--- config.mk ---
export PLATFORM = sky130hd
export DESIGN_NAME = csv_field_splitter
export DESIGN_NICKNAME = d
export VERILOG_FILES = /design/src/rtl/csvfs_pkg.sv /design/src/rtl/csvfs_field_core.sv /design/src/rtl/csvfs_out_buf.sv /design/src/rtl/csv_field_splitter.sv
export SDC_FILE = /design/constraint.sdc
export NUM_CORES = 1
export LEC_CHECK = 0
export BUFFER_PORTS_ARGS = -buffer_cell sky130_fd_sc_hd__buf_2
export CORE_MARGIN = 1
export CORE_UTILIZATION = 25
export DETAILED_ROUTE_END_ITERATION = 12
export PLACE_DENSITY = 0.39
export SETUP_SLACK_MARGIN = 0.5
export SYNTH_ARGS = -nofsm -noshare
export SYNTH_HDL_FRONTEND = slang
export SYNTH_SLANG_ARGS = --single-unit
export TNS_END_PERCENT = 1
--- constraint.sdc ---
create_clock -name clk -period 8.7 [get_ports clk]
set_clock_uncertainty 0.1 [all_clocks]
set_input_delay 0.87 -clock clk [delete_from_list [all_inputs] [get_ports clk]]
set_output_delay 0.87 -clock clk [all_outputs]
set_load 0.005 [all_outputs]
--- src/rtl/csvfs_pkg.sv ---
// Shared constants, result type and character class helper for the CSV field splitter.
package csvfs_pkg;

	localparam int POSITION_BITS_DEF = 16;
	localparam int OFFSET_W          = 16;

	localparam logic [7:0] CH_QUOTE  = 8'h22;
	localparam logic [7:0] CH_COMMA  = 8'h2C;
	localparam logic [7:0] CH_BSLASH = 8'h5C;
	localparam logic [7:0] CH_TAB    = 8'h09;
	localparam logic [7:0] CH_CR     = 8'h0D;
	localparam logic [7:0] CH_LF     = 8'h0A;
	localparam logic [7:0] CH_SPACE  = 8'h20;

	typedef struct packed {
		logic [OFFSET_W-1:0] kept_first;
		logic [OFFSET_W-1:0] kept_end;
		logic                field_empty;
		logic                last_field;
		logic                overflow;
	} field_res_t;

	function automatic logic is_trimmed(input logic [7:0] c);
		logic hit;
		case (c)
			CH_SPACE, CH_TAB, CH_CR, CH_LF, CH_QUOTE: hit = 1'b1;
			default: hit = 1'b0;
		endcase
		return hit;
	endfunction

endpackage

--- src/rtl/csvfs_field_core.sv ---
// Per-byte quote tracking, trimming and field boundary logic with line state registers.
module csvfs_field_core import csvfs_pkg::*; #(
	parameter int POSITION_BITS = POSITION_BITS_DEF
) (
	input  logic       clk,
	input  logic       arst_n,
	input  logic       accept,
	input  logic [7:0] text_byte,
	input  logic       line_end,
	output logic       res_valid,
	output field_res_t res
);

	// offsets never exceed 16 bits, whatever the parameter
	localparam int PW = (POSITION_BITS > OFFSET_W) ? OFFSET_W : POSITION_BITS;
	localparam logic [PW-1:0] POS_LIMIT = {PW{1'b1}};

	logic          quote_parity_q;
	logic          prev_bs_q;
	logic [PW-1:0] line_pos_q;
	logic [PW-1:0] first_kept_q;
	logic [PW-1:0] end_kept_q;
	logic          seen_kept_q;
	logic          pos_ovf_q;

	logic          at_limit;
	logic          ovf;
	logic [PW-1:0] pos_inc;
	logic          parity_n;
	logic          split;
	logic          kept;
	logic          seen_n;
	logic [PW-1:0] first_n;
	logic [PW-1:0] end_n;
	logic          emit_seen;
	logic [PW-1:0] emit_first;
	logic [PW-1:0] emit_end;

	always_comb begin
		at_limit = (line_pos_q == POS_LIMIT);
		ovf      = pos_ovf_q | at_limit;
		pos_inc  = at_limit ? POS_LIMIT : line_pos_q + PW'(1);
		parity_n = quote_parity_q ^ ((text_byte == CH_QUOTE) & ~prev_bs_q);
		split    = (text_byte == CH_COMMA) & ~parity_n;
		kept     = ~is_trimmed(text_byte);

		if (split) begin
			seen_n  = 1'b0;
			first_n = '0;
			end_n   = '0;
		end else begin
			seen_n  = seen_kept_q | kept;
			first_n = (kept & ~seen_kept_q) ? line_pos_q : first_kept_q;
			end_n   = kept ? pos_inc : end_kept_q;
		end

		// a splitting comma reports the field it closes, otherwise the updated one
		emit_seen  = split ? seen_kept_q : seen_n;
		emit_first = split ? first_kept_q : first_n;
		emit_end   = split ? end_kept_q : end_n;

		res_valid       = accept & (split | line_end);
		res.kept_first  = emit_seen ? OFFSET_W'(emit_first) : '0;
		res.kept_end    = emit_seen ? OFFSET_W'(emit_end) : '0;
		res.field_empty = ~emit_seen;
		res.last_field  = line_end;
		res.overflow    = ovf;
	end

	always_ff @(posedge clk or negedge arst_n) begin
		if (!arst_n) begin
			quote_parity_q <= 1'b0;
			prev_bs_q      <= 1'b0;
			line_pos_q     <= '0;
			first_kept_q   <= '0;
			end_kept_q     <= '0;
			seen_kept_q    <= 1'b0;
			pos_ovf_q      <= 1'b0;
		end else if (accept) begin
			if (line_end) begin
				quote_parity_q <= 1'b0;
				prev_bs_q      <= 1'b0;
				line_pos_q     <= '0;
				first_kept_q   <= '0;
				end_kept_q     <= '0;
				seen_kept_q    <= 1'b0;
				pos_ovf_q      <= 1'b0;
			end else begin
				quote_parity_q <= parity_n;
				prev_bs_q      <= (text_byte == CH_BSLASH);
				line_pos_q     <= pos_inc;
				first_kept_q   <= first_n;
				end_kept_q     <= end_n;
				seen_kept_q    <= seen_n;
				pos_ovf_q      <= ovf;
			end
		end
	end

	a_line_end_clears: assert property (@(posedge clk) disable iff (!arst_n)
		(accept && line_end) |=> (line_pos_q == '0 && !quote_parity_q && !seen_kept_q
			&& !pos_ovf_q && !prev_bs_q))
		else $error("line state not cleared after final byte");

	a_empty_offsets_zero: assert property (@(posedge clk) disable iff (!arst_n)
		!seen_kept_q |-> (first_kept_q == '0 && end_kept_q == '0))
		else $error("offsets held without a kept byte");

	a_end_not_before_first: assert property (@(posedge clk) disable iff (!arst_n)
		seen_kept_q |-> (end_kept_q > first_kept_q || end_kept_q == POS_LIMIT))
		else $error("kept end precedes kept start");

	a_result_only_on_accept: assert property (@(posedge clk) disable iff (!arst_n)
		res_valid |-> accept)
		else $error("result raised without an accepted item");

endmodule

--- src/rtl/csvfs_out_buf.sv ---
// Output register with a skid stage between field results and the downstream channel.
module csvfs_out_buf import csvfs_pkg::*; (
	input  logic       clk,
	input  logic       arst_n,
	input  logic       res_valid,
	input  field_res_t res,
	output logic       full,
	output logic       out_valid,
	input  logic       out_stall,
	output field_res_t out_res
);

	logic       out_valid_q;
	field_res_t out_res_q;
	logic       skid_valid_q;
	field_res_t skid_res_q;
	logic       take;

	assign take      = out_valid_q & ~out_stall;
	assign full      = skid_valid_q;
	assign out_valid = out_valid_q;
	assign out_res   = out_res_q;

	always_ff @(posedge clk or negedge arst_n) begin
		if (!arst_n) begin
			out_valid_q  <= 1'b0;
			skid_valid_q <= 1'b0;
		end else if (skid_valid_q) begin
			if (take) begin
				out_valid_q  <= 1'b1;
				skid_valid_q <= 1'b0;
			end
		end else if (res_valid) begin
			if (!out_valid_q || take) begin
				out_valid_q <= 1'b1;
			end else begin
				skid_valid_q <= 1'b1;
			end
		end else if (take) begin
			out_valid_q <= 1'b0;
		end
	end

	always_ff @(posedge clk) begin
		if (skid_valid_q) begin
			if (take) begin
				out_res_q <= skid_res_q;
			end
		end else if (res_valid) begin
			if (!out_valid_q || take) begin
				out_res_q <= res;
			end else begin
				skid_res_q <= res;
			end
		end
	end

	a_skid_implies_out: assert property (@(posedge clk) disable iff (!arst_n)
		skid_valid_q |-> out_valid_q)
		else $error("skid item held while output register empty");

	a_skid_moves_up: assert property (@(posedge clk) disable iff (!arst_n)
		(skid_valid_q && take) |=> (out_valid_q && !skid_valid_q))
		else $error("skid item not moved to output");

	a_no_write_when_full: assert property (@(posedge clk) disable iff (!arst_n)
		skid_valid_q |-> !res_valid)
		else $error("result offered while buffer full");

endmodule

--- src/rtl/csv_field_splitter.sv ---
// Top level of the CSV field splitter.
// One byte of a line is accepted per cycle unless stalled, with line_end on its final
// byte. Each splitting comma (one outside an odd count of unescaped double quotes) and the
// final byte give one field result with trimmed start/end offsets; a line ending in a
// splitting comma gives no extra trailing field. Per-byte work is a single pass of
// compares and one increment; results are registered in a two-entry output buffer that
// lets bytes keep flowing while a result waits; text_stall rises only when both entries
// are held. Offsets saturate at 2^POSITION_BITS-1 (at most 65535).
module csv_field_splitter import csvfs_pkg::*; #(
	parameter int POSITION_BITS = POSITION_BITS_DEF
) (
	input  logic                clk,
	input  logic                arst_n,
	input  logic                text_valid,
	output logic                text_stall,
	input  logic [7:0]          text_byte,
	input  logic                line_end,
	output logic                field_valid,
	input  logic                field_stall,
	output logic [OFFSET_W-1:0] kept_first,
	output logic [OFFSET_W-1:0] kept_end,
	output logic                field_empty,
	output logic                last_field,
	output logic                overflow
);

	logic       accept;
	logic       res_valid;
	field_res_t res;
	logic       buf_full;
	field_res_t out_res;

	assign text_stall = buf_full;
	assign accept     = text_valid & ~buf_full;

	csvfs_field_core #(
		.POSITION_BITS(POSITION_BITS)
	) u_core (
		.clk      (clk),
		.arst_n   (arst_n),
		.accept   (accept),
		.text_byte(text_byte),
		.line_end (line_end),
		.res_valid(res_valid),
		.res      (res)
	);

	csvfs_out_buf u_out (
		.clk      (clk),
		.arst_n   (arst_n),
		.res_valid(res_valid),
		.res      (res),
		.full     (buf_full),
		.out_valid(field_valid),
		.out_stall(field_stall),
		.out_res  (out_res)
	);

	assign kept_first  = out_res.kept_first;
	assign kept_end    = out_res.kept_end;
	assign field_empty = out_res.field_empty;
	assign last_field  = out_res.last_field;
	assign overflow    = out_res.overflow;

endmodule
Word-level counts from Yosys, hierarchy flattened

Cells that the tools add are included.

Register bits: 124
Input bits: 13
Output and inout port bits: 37
Logic and storage cells: 89

$add $sub $neg: 1
Equal/unequal tests: 10
Multiplexer cells: 32
Bitwise operators: 18
Reductions and logical operators: 9

Operators by type and width:

| kind                                           | count |
|---|---|
| 2-to-1 mux 16 bit                              | 12 |
| 2-to-1 mux 35 bit                              | 4 |
| == test 8 x 4 -> 1 bit (second input constant) | 3 |
| == test 8 x 6 -> 1 bit (second input constant) | 3 |
| adder 16 x 1 -> 16 bit (second input constant) | 1 |
| == test 16 bit (second input constant)         | 1 |
| 2-to-1 mux 1 bit                               | 16 |
| AND reduction 3 bit                            | 3 |
| == test 8 x 7 -> 1 bit (second input constant) | 1 |
| NOT 1 bit                                      | 8 |
| AND 1 bit                                      | 6 |
| nonzero test 2 bit                             | 3 |
| OR reduction 5 bit                             | 1 |
| != test 3 x 1 -> 1 bit (second input constant) | 1 |
| OR 1 bit                                       | 3 |
| != test 2 bit (second input constant)          | 1 |
| logical NOT 1 bit                              | 1 |
| logical OR 1 bit                               | 1 |
| bitwise XOR 1 bit                              | 1 |

Depth between registers and ports, before layout

Gate-level depths: netlist of the first run.

Depth in word-level cells: 12
Gate-level depth with buffers: 8
Depth with buffers taken out: 6

Hierarchy

From an unflattened synthesis of the first run, not the netlist that was laid out.

Cell total of the unflattened synthesis: 458
Area, all modules: 5,796.8 um^2

Modules (own cells, without submodules):

| module             | times used | cells each | area an instance (um^2) | seq. area each (um^2) |
|---|---|---|---|---|
| csvfs_field_core   | 1          | 336        | 3,125.5                 | 1,301.2 |
| csvfs_out_buf      | 1          | 121        | 2,657.5                 | 2,152.1 |
| csv_field_splitter | 1          | 1          | 13.8                    | 0.0 |

Worst setup path after synthesis of the first run

No wires, ideal clock.

Path type: input-to-reg
From: input port text_byte[1]
To: register u_out.out_res_q, in the netlist u_out.out_res[0] (enable)
Library setup time: 0.439 ns
Data arrival time: 3.459 ns
Required time: 8.161 ns
Path slack: 4.702 ns
Stages: 5
Buffers on the path: 0
Cell sequence: nor4bb_1 > a41o_1 > and2_1 > a21oi_1 > a21oi_1

Cells in the longest elaborated chain, start to end: 9

Ends and longest elaborated chain:

| element                                | RTL line                 | source |
|---|---|---|
| from (decl)                            | csv_field_splitter.sv:16 | `input logic [7:0] text_byte,` |
| == test 8 x 6 -> 1 bit                 | csvfs_field_core.sv:43   | `parity_n = quote_parity_q ^ ((text_byte == CH_QUOTE) & ~prev_bs_q);` |
| AND 1 bit                              | csvfs_field_core.sv:43   |  |
| bitwise XOR 1 bit                      | csvfs_field_core.sv:43   |  |
| NOT 1 bit                              | csvfs_field_core.sv:44   | `split = (text_byte == CH_COMMA) & ~parity_n;` |
| AND 1 bit *                            | csvfs_field_core.sv:44   |  |
| OR 1 bit *                             | csvfs_field_core.sv:62   | `res_valid = accept & (split \| line_end);` |
| AND 1 bit *                            | csvfs_field_core.sv:62   |  |
| nonzero test 2 bit (no source line) *  | --                       |  |
| AND reduction 3 bit (no source line) * | --                       |  |
| to (signal assigned)                   | csvfs_out_buf.sv:47      | `out_res_q <= skid_res_q;` |
| to (signal assigned)                   | csvfs_out_buf.sv:51      | `out_res_q <= res;` |
| to (decl)                              | csvfs_out_buf.sv:14      | `field_res_t out_res_q;` |

Mark *: on every way between the ends. The rest lies on a longest branch, timed or not.
A chain may end at the register's enable or synchronous reset.

Final worst setup path of the first run

From: register u_out.skid_valid_q, in the netlist u_out.full
To: register u_core.first_kept_q[6]

Cells in the longest elaborated chain, start to end: 2

Ends and longest elaborated chain:

| element                    | RTL line                 | source |
|---|---|---|
| from (decl)                | csvfs_out_buf.sv:15      | `logic skid_valid_q;` |
| from (signal assigned)     | csvfs_out_buf.sv:27      | `skid_valid_q <= 1'b0;` |
| from (signal assigned)     | csvfs_out_buf.sv:31      | `skid_valid_q <= 1'b0;` |
| from (signal assigned)     | csvfs_out_buf.sv:37      | `skid_valid_q <= 1'b1;` |
| NOT 1 bit (no source line) | --                       |  |
| AND 1 bit                  | csv_field_splitter.sv:34 | `assign accept = text_valid & ~buf_full;` |
| to (signal assigned)       | csvfs_field_core.sv:92   | `first_kept_q <= first_n;` |
| to (decl)                  | csvfs_field_core.sv:21   | `logic [PW-1:0] first_kept_q;` |

Every way passes these cells.

==> results.md, run 1 <==
* Yosys warns at 0
* Fill cell count at 2291
* Worst-path clk slew at 60 ps
* Final worst-path cycle share at 35.77%
* Crit-path cells: nor2b_1 > nand2b_1 > nor3_2 > a22o_1
* Endpoints failing setup at 0
* Via count at 3971
* Row cnt at 55
* Finished Layout Cells at 809
* Cell family with most CP delay: simple AND/OR/NAND/NOR gates
* Data required, critical path at 8950 ps
* Mapped cell area at 5772 µm²
* Dominant cell type by area after synthesis: edfxtp_1
* Fmax at 321.3 MHz
* Hold Fails Final Rpt at 0
* Nets at 525
* # IOs at 50
* Full die area at 23700 µm²
* Crit path buf inv count at 0
* DP Area at 6237 µm²
* Net Count, Synth at 489
* All-Layer GR Usage at 13.08%
* Mean post-synth cell area at 12.15 µm²
* Grt total ovfl at 0
* Die height at 153.9 µm
* Initial antenna violation count at 0
* Final instance area at 6819 µm²
* Status: finished, final reports clean
* Post-CTS Hold Fix Bufs at 0
* # resized after CTS at 0
* Ant. Diodes at 0
* Leak pwr at 2.653 nW
* Most frequent cells in the layout: 70 x edfxtp_1, 65 x nand2_1, 53 x dfrtp_1
* Setup bufs post-CTS at 0
* Crit start category: flip-flop
* Placed cell count at 777
* Setup TNS at 0 ps
* Kind of critical path: reg -> reg
* Clock tree root buffer cell: clkbuf_16
* Critical Path End Type: flip-flop
* Iter 0 DRT Violations at 217
* CP arrival at 3360 ps
* Number of iterations in the first detailed-routing pass at 5
* Seq cells post-synth at 124
* Top-area cell type share of the netlist area at 36.42%
* Cell area power density at 265.7 nW/µm²
* Tightest Pin Transition at 1095 ps
* Maximum VDD drop at 118.0 µV
* First-pass GRT wire length at 23430 µm
* Routed wire length per instance at 17.83 µm
* Rel. slew slack at 26.60%
* DRT antenna net count at 0
* RSZ-0062 raised after global routing: no
* PortBufs at 49
* MaxCap Viol Count at 0
* Global placer's final weighted congestion at 0.8416
* Synth area leaders: edfxtp_1 36%, dfrtp_1 23%, mux2_2 4.5%
* Max incr delay on CP at 930 ps
* Layout cell share with drive strength beyond 1 at 25.57%
* Detailed Place HPWL at 9065 µm
* Largest net degree at the start of global routing at 56
* Vias in the first global route at 3986
* Starting density of the core at 25.49%
* Fin crit period at 3112 ps
* Area of the multi-input gates at 2121 µm²
* Synth cell types at 56
* Asr flop ratio synth at 43.55%
* Area growth syn-to-layout at 18.14%
* Post-synthesis sequential area ratio at 59.83%
* Mapped Cells at 475
* Sequential cell area at 3455 µm²
* Critical Path Fanout Max at 51
* Post-layout util at 30.12%
* Via density at 4.909
* Core ar. at 22640 µm²
* TritonCTS Buffers at 17
* Commonest non-fill, non-tap cell in the layout: edfxtp_1
* CTS max path bufs at 2
* Number of clock sinks at 124
* DRC at 0
* CP max-delay cell: nor3_2
* Die W at 153.9 µm
* Min-Delay Path Class: reg -> reg
* Clk_lat worst skew at 420 ps
* Post-synth EDFFs at 70
* Synth Flop Type: edfxtp_1
* WL final at 14430 µm
* CTS tree: done
* Pins Over Slew Limit at 0
* H-tree depth at 4
## layout make-up
class | instances | share of cell area, %
inverter | 4 | 0.2202
tap | 285 | 5.229
clock inverter | 14 | 2.239
sequential | 124 | 50.66
timing repair buffer | 55 | 4.257
clock buffer | 18 | 6.294
multi-input combinational | 309 | 31.10
## worst register-to-register path: stages (launching register included)
cell	delay [ps]
dfrtp_2	760
nor2b_1	600
nand2b_1	400
nor3_2	930
a22o_1	250
## stage by stage
stage / setup slack [ps] / power [mW] / hold slack [ps]
floorplan: 4702 / 0.9841 / 350.2
global placement: 5457 / 1.124 / 362.8
detailed placement: 5384 / 1.128 / 371.2
CTS: 5506 / 1.843 / 384.1
global route: 5184 / 1.909 / 417.6
finish: 5588 / 1.812 / 383.8
## flip-flops by register name, indices dropped and copies added, names as in the netlist
name and count:
u_core.prev_bs_q 1, u_out.full 1, u_core.line_pos_q 16, u_out.out_valid 1, u_core.seen_kept_q 1, u_core.pos_ovf_q 1, u_core.first_kept_q 16, u_core.quote_parity_q 1
u_core.end_kept_q 16, u_out.skid_res_q 35, u_out.out_res 35
## Yosys cell counts (all sizes together), types with 2 or more instances
cell type / instances
o21ai: 41
nor4bb: 2
nand2: 65
a221o: 12
o22a: 2
a31o: 6
a31oi: 2
nor4b: 2
mux2: 23
nor3: 13
nand4: 8
a21oi: 20
edfxtp: 70
nand2b: 5
buf: 18
xnor2: 5
nor4: 5
o2bb2ai: 6
dfrtp: 54
nor2: 10
and2: 10
inv: 3
a21o: 3
and3: 4
a22o: 29
mux2i: 6
xor2: 3
clkbuf: 20
nand3: 9
nor2b: 4
o31ai: 3
## cells by family after synthesis
family	Yosys count	synth area share (%)
DFF	124	59.83
and+or+nand+nor	140	12.57
xor gates and xnor gates	8	1.214
adders and majority gates	1	0.2167
muxes	29	5.528
buffers and inverters	42	3.620
AOI/OAI and AO/OA	131	17.02
## metal layers
layer	wire length, µm	track usage (%)	vias up
li1	-	-	1868
met1	7068	17.62	2008
met2	6621	20.24	80
met3	498	2.818	15
met4	238	5.571	0
met5	0	0	-
## power by group
group / switching [mW] / internal, mW
Clock: 0.262 / 0.445
Combinational: 0.186 / 0.125
Sequential: 0.0733 / 0.721
## final timing paths
path / start / to / slack [ps] / cells after the start
max: u_out.full / u_core.first_kept_q[6] / 5590 / 4
min: u_core.end_kept_q[2] / u_core.end_kept_q[2] / 380 / 2
max reg2reg: u_out.full / u_core.first_kept_q[6] / 5590 / 4
min reg2reg: u_core.end_kept_q[2] / u_core.end_kept_q[2] / 380 / 2
max in group asynchronous: arst_n / u_out.full / 7430 / 2
min in group asynchronous: arst_n / u_core.end_kept_q[11] / 490 / 2
Power figures use the tool's default switching activity.
==> inputs of run 2 (changes only) <==
Clock period 8.7 ns to 3.2 ns, I/O delays scaled along.
==> results.md, run 2 (synthesized netlist as in run 1, its figures left out) <==
* Pins Over Slew Limit at 0 (unchanged)
* Die W at 153.9 µm (unchanged)
* # IOs at 50 (unchanged)
* Full die area at 23700 µm² (unchanged)
* Number of clock sinks at 124 (unchanged)
* PortBufs at 49 (unchanged)
* Critical Path Fanout Max at 9 (was 51)
* Data required, critical path at 3270 ps (was 8950 ps)
* P_sw at 1.453 mW (was 521.1 µW)
* Row cnt at 55 (unchanged)
* Crit start category: flip-flop (unchanged)
* Most frequent cells in the layout: 70 x edfxtp_1, 65 x nand2_1, 53 x dfrtp_1 (unchanged)
* Cell area power density at 727.0 nW/µm² (was 265.7 nW/µm²)
* Kind of critical path: reg -> reg (unchanged)
* Starting density of the core at 25.49% (unchanged)
* Ant. Diodes at 0 (unchanged)
* Clock Power Share at 40.1% (was 39.0%)
* Vias in the first global route at 4047 (was 3986)
* CP max-delay cell: dfrtp_1 (was nor3_2)
* Setup TNS at 0 ps (unchanged)
* DRC at 0 (unchanged)
* All-Layer GR Usage at 13.26% (was 13.08%)
* Setup bufs post-CTS at 0 (unchanged)
* Commonest non-fill, non-tap cell in the layout: edfxtp_1 (unchanged)
* Die height at 153.9 µm (unchanged)
* Worst-path clk slew at 60 ps (about the same)
* Detailed Place HPWL at 9538 µm (was 9065 µm)
* Via density at 4.905 (was 4.909)
* Via count at 4027 (was 3971)
* Rel. slew slack at 10.14% (was 26.60%)
* Fill cell count at 2265 (was 2291)
* Nets at 537 (was 525)
* TritonCTS Buffers at 17 (unchanged)
* Maximum VDD drop at 437.1 µV (was 118.0 µV)
* H-tree depth at 4 (unchanged)
* Core ar. at 22640 µm² (unchanged)
* RSZ-0062 raised after global routing: yes (was no)
* CP arrival at 2580 ps (was 3360 ps)
* Area growth syn-to-layout at 20.96% (was 18.14%)
* Worst slack, placed at 518.0 ps (was 5384 ps)
* Min-Delay Path Class: in -> reg (was reg -> reg)
* CTS tree: done (unchanged)
* Global placer's final weighted congestion at 0.7714 (was 0.8416)
* CTS max path bufs at 2 (unchanged)
* Tightest Pin Transition at 1339 ps (was 1095 ps)
* Grt total ovfl at 0 (unchanged)
* Fin crit period at 2518 ps (was 3112 ps)
* Critical Path End Type: flip-flop (unchanged)
* Hold Fails Final Rpt at 0 (unchanged)
* First-pass GRT wire length at 23780 µm (was 23430 µm)
* Iter 0 DRT Violations at 220 (was 217)
* Endpoints failing setup at 0 (unchanged)
* Number of iterations in the first detailed-routing pass at 4 (was 5)
* DRT antenna net count at 0 (unchanged)
* Layout cell share with drive strength beyond 1 at 27.80% (was 25.57%)
* Largest net degree at the start of global routing at 51 (was 56)
* Fin worst setup slack at 681.6 ps (was 5588 ps)
* Internal power at 3.623 mW (was 1.290 mW)
* Clock tree root buffer cell: clkbuf_16 (unchanged)
* Initial antenna violation count at 0 (unchanged)
* Max incr delay on CP at 490 ps (was 930 ps)
* Sequential share of power at 40.6% (was 43.8%)
* Switching Share at 28.62% (was 28.77%)
* WL final at 14840 µm (was 14430 µm)
* Comb power frac at 19.3% (was 17.2%)
* Fmax at 397.1 MHz (was 321.3 MHz)
* MaxCap Viol Count at 0 (unchanged)
* Routed wire length per instance at 18.07 µm (was 17.83 µm)
* Leak pwr at 2.723 nW (was 2.653 nW)
* Final worst-path cycle share at 78.70% (was 35.77%)
* Crit-path cells: ha_1 > nand3_1 > nor4_1 > mux2i_1 > nor3_1 > a221o_1 (was nor2b_1 > nand2b_1 > nor3_2 > a22o_1)
* Status: finished, final reports clean (unchanged)
* Clk_lat worst skew at 420 ps (about the same)
[run 2: cell types whose count changed in the layout (fill, tap and decap cells not counted), sizes merged]
cell,change
buf,+11
clkinv,-4
clkinvlp,+4
bufinv,+1
clkbuf,-1
dlygate4sd3,+1
[run 2: area by class of cell]
type / count / area, µm² / area share [%]
flip-flops and latches: 124 / 3455 / 49.48
multi-input cells: 309 / 2123 / 30.41
clock buffers: 17 / 425.4 / 6.093
repair buffers: 67 / 407.9 / 5.842
well taps: 285 / 356.6 / 5.108
clock inverters: 15 / 198.9 / 2.849
inverters: 4 / 15.01 / 0.2151
[run 2: through the flow]
step,hold WS [ps],instances,util (%),cell area [µm²],total power [mW]
4_1_cts,72.22,821,30.83,6979,5.165
2_1_floorplan,-75.59,475,-,5776,2.674
6_report,77.14,821,30.84,6982,5.076
5_1_grt,102.1,821,30.84,6982,5.336
3_3_place_gp,275.4,788,28.02,6345,3.097
3_5_place_dp,263.1,788,28.02,6345,3.099
[run 2: path summary, 6_finish.rpt]
check	from	to	slack, ps	cells past startpoint
max	u_core.line_pos_q[0]	u_out.out_res[17]	680	6
min	text_byte[6]	u_core.prev_bs_q	80	3
max reg2reg	u_core.line_pos_q[0]	u_out.out_res[17]	680	6
min reg2reg	u_core.end_kept_q[2]	u_core.end_kept_q[2]	380	2
max in group asynchronous	arst_n	u_core.first_kept_q[7]	1880	3
min in group asynchronous	arst_n	u_core.end_kept_q[6]	360	2
[run 2: worst max-delay path: cells and delay by family (launching register included)]
kind,cells,cell delay (ps)
compound gates,1,280
simple gates,3,740
fa+ha+maj,1,290
flops,1,490
mux,1,370
[run 2: power by group through the flow]
| stage | logic [mW] | registers [mW] | clock network, mW |
|---|---|---|---|
| 2_1_floorplan | 0.596 | 2.08 | 0 |
| 3_5_place_dp | 1.01 | 2.09 | 0 |
| 3_3_place_gp | 1.01 | 2.09 | 0 |
| 5_1_grt | 1.10 | 2.09 | 2.15 |
| 4_1_cts | 1.02 | 2.06 | 2.09 |
| 6_report | 0.982 | 2.06 | 2.03 |
[run 2: routing by layer]
layer | global-route usage (%) | wire (µm) | vias to the layer above
li1 | - | - | 1888
met1 | 17.87 | 7155 | 2037
met2 | 20.84 | 7046 | 91
met3 | 3.326 | 491 | 11
met4 | 4.048 | 142 | 0
met5 | 0 | 0 | -
[run 2: timing repair]
item / 4_1_cts / 5_1_grt
endpoints found under the setup margin: 0 / 5
endpoints found under the hold margin: 20 / 0
gates resized for setup: 0 / 1
hold buffers: 1 / 0
==> inputs of run 3 (changes only) <==
Clock period 3.2 ns to 2.5 ns, I/O delays scaled along.
==> results.md, run 3 (synthesized netlist as in run 1, its figures left out) <==
* Status: finished, final reports clean (unchanged)
* Worst setup path endpoint: u_out.out_res[7] (was u_out.out_res[17])
* Largest net degree at the start of global routing at 55 (was 51)
* RSZ-0062 raised after global routing: yes (unchanged)
* Via density at 4.885 (was 4.905)
* Starting density of the core at 25.49% (unchanged)
* Number of clock sinks at 124 (unchanged)
* Initial antenna violation count at 0 (unchanged)
* Commonest non-fill, non-tap cell in the layout: edfxtp_1 (unchanged)
* Number of iterations in the first detailed-routing pass at 4 (unchanged)
* Clk_lat worst skew at 420 ps (about the same)
* # IOs at 50 (unchanged)
* Most frequent cells in the layout: 70 x edfxtp_1, 64 x nand2_1, 49 x buf_2 (was 70 x edfxtp_1, 65 x nand2_1, 53 x dfrtp_1)
* Full die area at 23700 µm² (unchanged)
* H-tree depth at 4 (unchanged)
* P_sw at 1.876 mW (was 1.453 mW)
* Data required, critical path at 2570 ps (was 3270 ps)
* Area growth syn-to-layout at 27.55% (was 20.96%)
* Die W at 153.9 µm (unchanged)
* R2R cell count at 7 (was 6)
* CP arrival at 2270 ps (was 2580 ps)
* Min-Delay Path Class: in -> reg (unchanged)
* Leak pwr at 2.922 nW (was 2.723 nW)
* Switching Share at 29.06% (was 28.62%)
* First-pass GRT wire length at 24630 µm (was 23780 µm)
* Critical Path Fanout Max at 5 (was 9)
* Hold Fails Final Rpt at 0 (unchanged)
* DRT antenna net count at 0 (unchanged)
* DRC at 0 (unchanged)
* Comb power frac at 21.3% (was 19.3%)
* DP Area at 6543 µm² (was 6345 µm²)
* Core ar. at 22640 µm² (unchanged)
* Worst Setup SP: u_core.line_pos_q[1] (was u_core.line_pos_q[0])
* Rel. slew slack at 49.20% (was 10.14%)
* Ant. Diodes at 0 (unchanged)
* Kind of critical path: reg -> reg (unchanged)
* Grt total ovfl at 0 (unchanged)
* Worst-path clk slew at 60 ps (about the same)
* MaxCap Viol Count at 0 (unchanged)
* Hold_ws at 24.14 ps (was 77.14 ps)
* R2r endpoint: u_out.out_res[7] (was u_out.out_res[17])
* Iter 0 DRT Violations at 273 (was 220)
* CTS tree: done (unchanged)
* Global placer's final weighted congestion at 0.7844 (was 0.7714)
* CTS max path bufs at 2 (unchanged)
* Tightest Pin Transition at 762.0 ps (was 1339 ps)
* Die height at 153.9 µm (unchanged)
* Layout cell share with drive strength beyond 1 at 33.87% (was 27.80%)
* Final worst-path cycle share at 87.97% (was 78.70%)
* Sequential share of power at 41.1% (was 40.6%)
* Via count at 4147 (was 4027)
* Clock tree root buffer cell: clkbuf_16 (unchanged)
* WL final at 15590 µm (was 14840 µm)
* Fmax at 454.7 MHz (was 397.1 MHz)
* Internal power at 4.578 mW (was 3.623 mW)
* Nets at 565 (was 537)
* Clock Power Share at 37.6% (was 40.1%)
* Row cnt at 55 (unchanged)
* Endpoints failing setup at 0 (unchanged)
* Detailed Place HPWL at 9849 µm (was 9538 µm)
* Fill cell count at 2256 (was 2265)
* Fin crit period at 2199 ps (was 2518 ps)
* FF-to-FF setup slack at 300 ps (was 680 ps)
* Routed wire length per instance at 18.36 µm (was 18.07 µm)
* Cell area power density at 876.6 nW/µm² (was 727.0 nW/µm²)
* TritonCTS Buffers at 17 (unchanged)
* R2r startpoint: u_core.line_pos_q[1] (was u_core.line_pos_q[0])
* All-Layer GR Usage at 13.80% (was 13.26%)
* PortBufs at 49 (unchanged)
* Setup TNS at 0 ps (unchanged)
* Pins Over Slew Limit at 0 (unchanged)
* Final instance area at 7362 µm² (was 6982 µm²)
* Vias in the first global route at 4208 (was 4047)
* Crit start category: flip-flop (unchanged)
* Maximum VDD drop at 444.7 µV (was 437.1 µV)
* Critical Path End Type: flip-flop (unchanged)
[run 3: cell types whose count changed in the layout (fill, tap and decap cells not counted), moves of 3 or more]
cell	previous run	this run
buf_4	15	36
clkbuf_1	0	5
dfrtp_1	53	48
dfrtp_2	1	6
clkbuf_8	0	4
bufinv_16	4	1
clkbuf_16	17	20
clkinv_4	3	0
clkinvlp_4	5	2
[run 3: timing repair]
action | 4_1_cts | 5_1_grt
endpoints found under the hold margin | 55 | 0
setup buffers | 1 | 7
resized for setup | 2 | 23
hold buffers | 2 | 0
pin swaps | 0 | 5
endpoints found under the setup margin | 81 | 95
gates cloned | 0 | 2
[run 3: power by group through the flow]
| stage | Combinational, mW | Clock (mW) | Sequential [mW] |
|---|---|---|---|
| after detailed placement | 1.38 | 0 | 2.68 |
| after floorplan | 0.783 | 0 | 2.66 |
| after global placement | 1.38 | 0 | 2.68 |
| final | 1.37 | 2.43 | 2.65 |
| after CTS | 1.39 | 2.49 | 2.65 |
| after global routing | 1.53 | 2.56 | 2.68 |
[run 3: critical path: stages, from the launching register on]
cell     delay (ps)
dfrtp_2         440
ha_4            190
and3_1          220
xnor2_1         180
o41ai_1         120
buf_4           170
mux2_4          270
mux2_2          250
[run 3: routing by layer]
layer / vias to the layer above / track usage [%] / share of wire [%]
met5: - / 0 / 0
met2: 83 / 21.99 / 48
li1: 1944 / - / -
met3: 14 / 3.100 / 4.1
met4: 0 / 5.524 / 1.6
met1: 2106 / 18.13 / 47
[run 3: area by class of cell]
type,instances,area [µm²],share of cell area [%]
flip-flops and latches,124,3461,47.01
multi-input cells,309,2258,30.68
repair buffers,95,691.9,9.398
clock buffers,27,524.3,7.121
well taps,285,356.6,4.844
clock inverters,5,55.05,0.7478
inverters,4,15.01,0.2039
[run 3: worst min-delay path by stage]
stage	startpoint	to	slack [ps]	cells past startpoint
final	text_byte[6]	u_core.prev_bs_q	20	3
after global routing	text_byte[6]	u_core.prev_bs_q	60	3
after CTS	text_byte[6]	u_core.prev_bs_q	6	3
after detailed placement	arst_n	u_core.end_kept_q[6]	360	2
after global placement	u_core.end_kept_q[3]	u_core.end_kept_q[3]	360	2
after floorplan	arst_n	u_core.end_kept_q[0]	-150	0
[run 3: per-stage QoR]
stage          total power [mW]  setup WS, ps  instances  util [%]
2_1_floorplan             3.445         423.5        475         -
3_3_place_gp              4.054         172.2        805     28.90
3_5_place_dp              4.060         152.3        805     28.90
4_1_cts                   6.526         236.2        840     31.62
5_1_grt                   6.776         225.4        849     32.52
6_report                  6.454         300.7        849     32.52
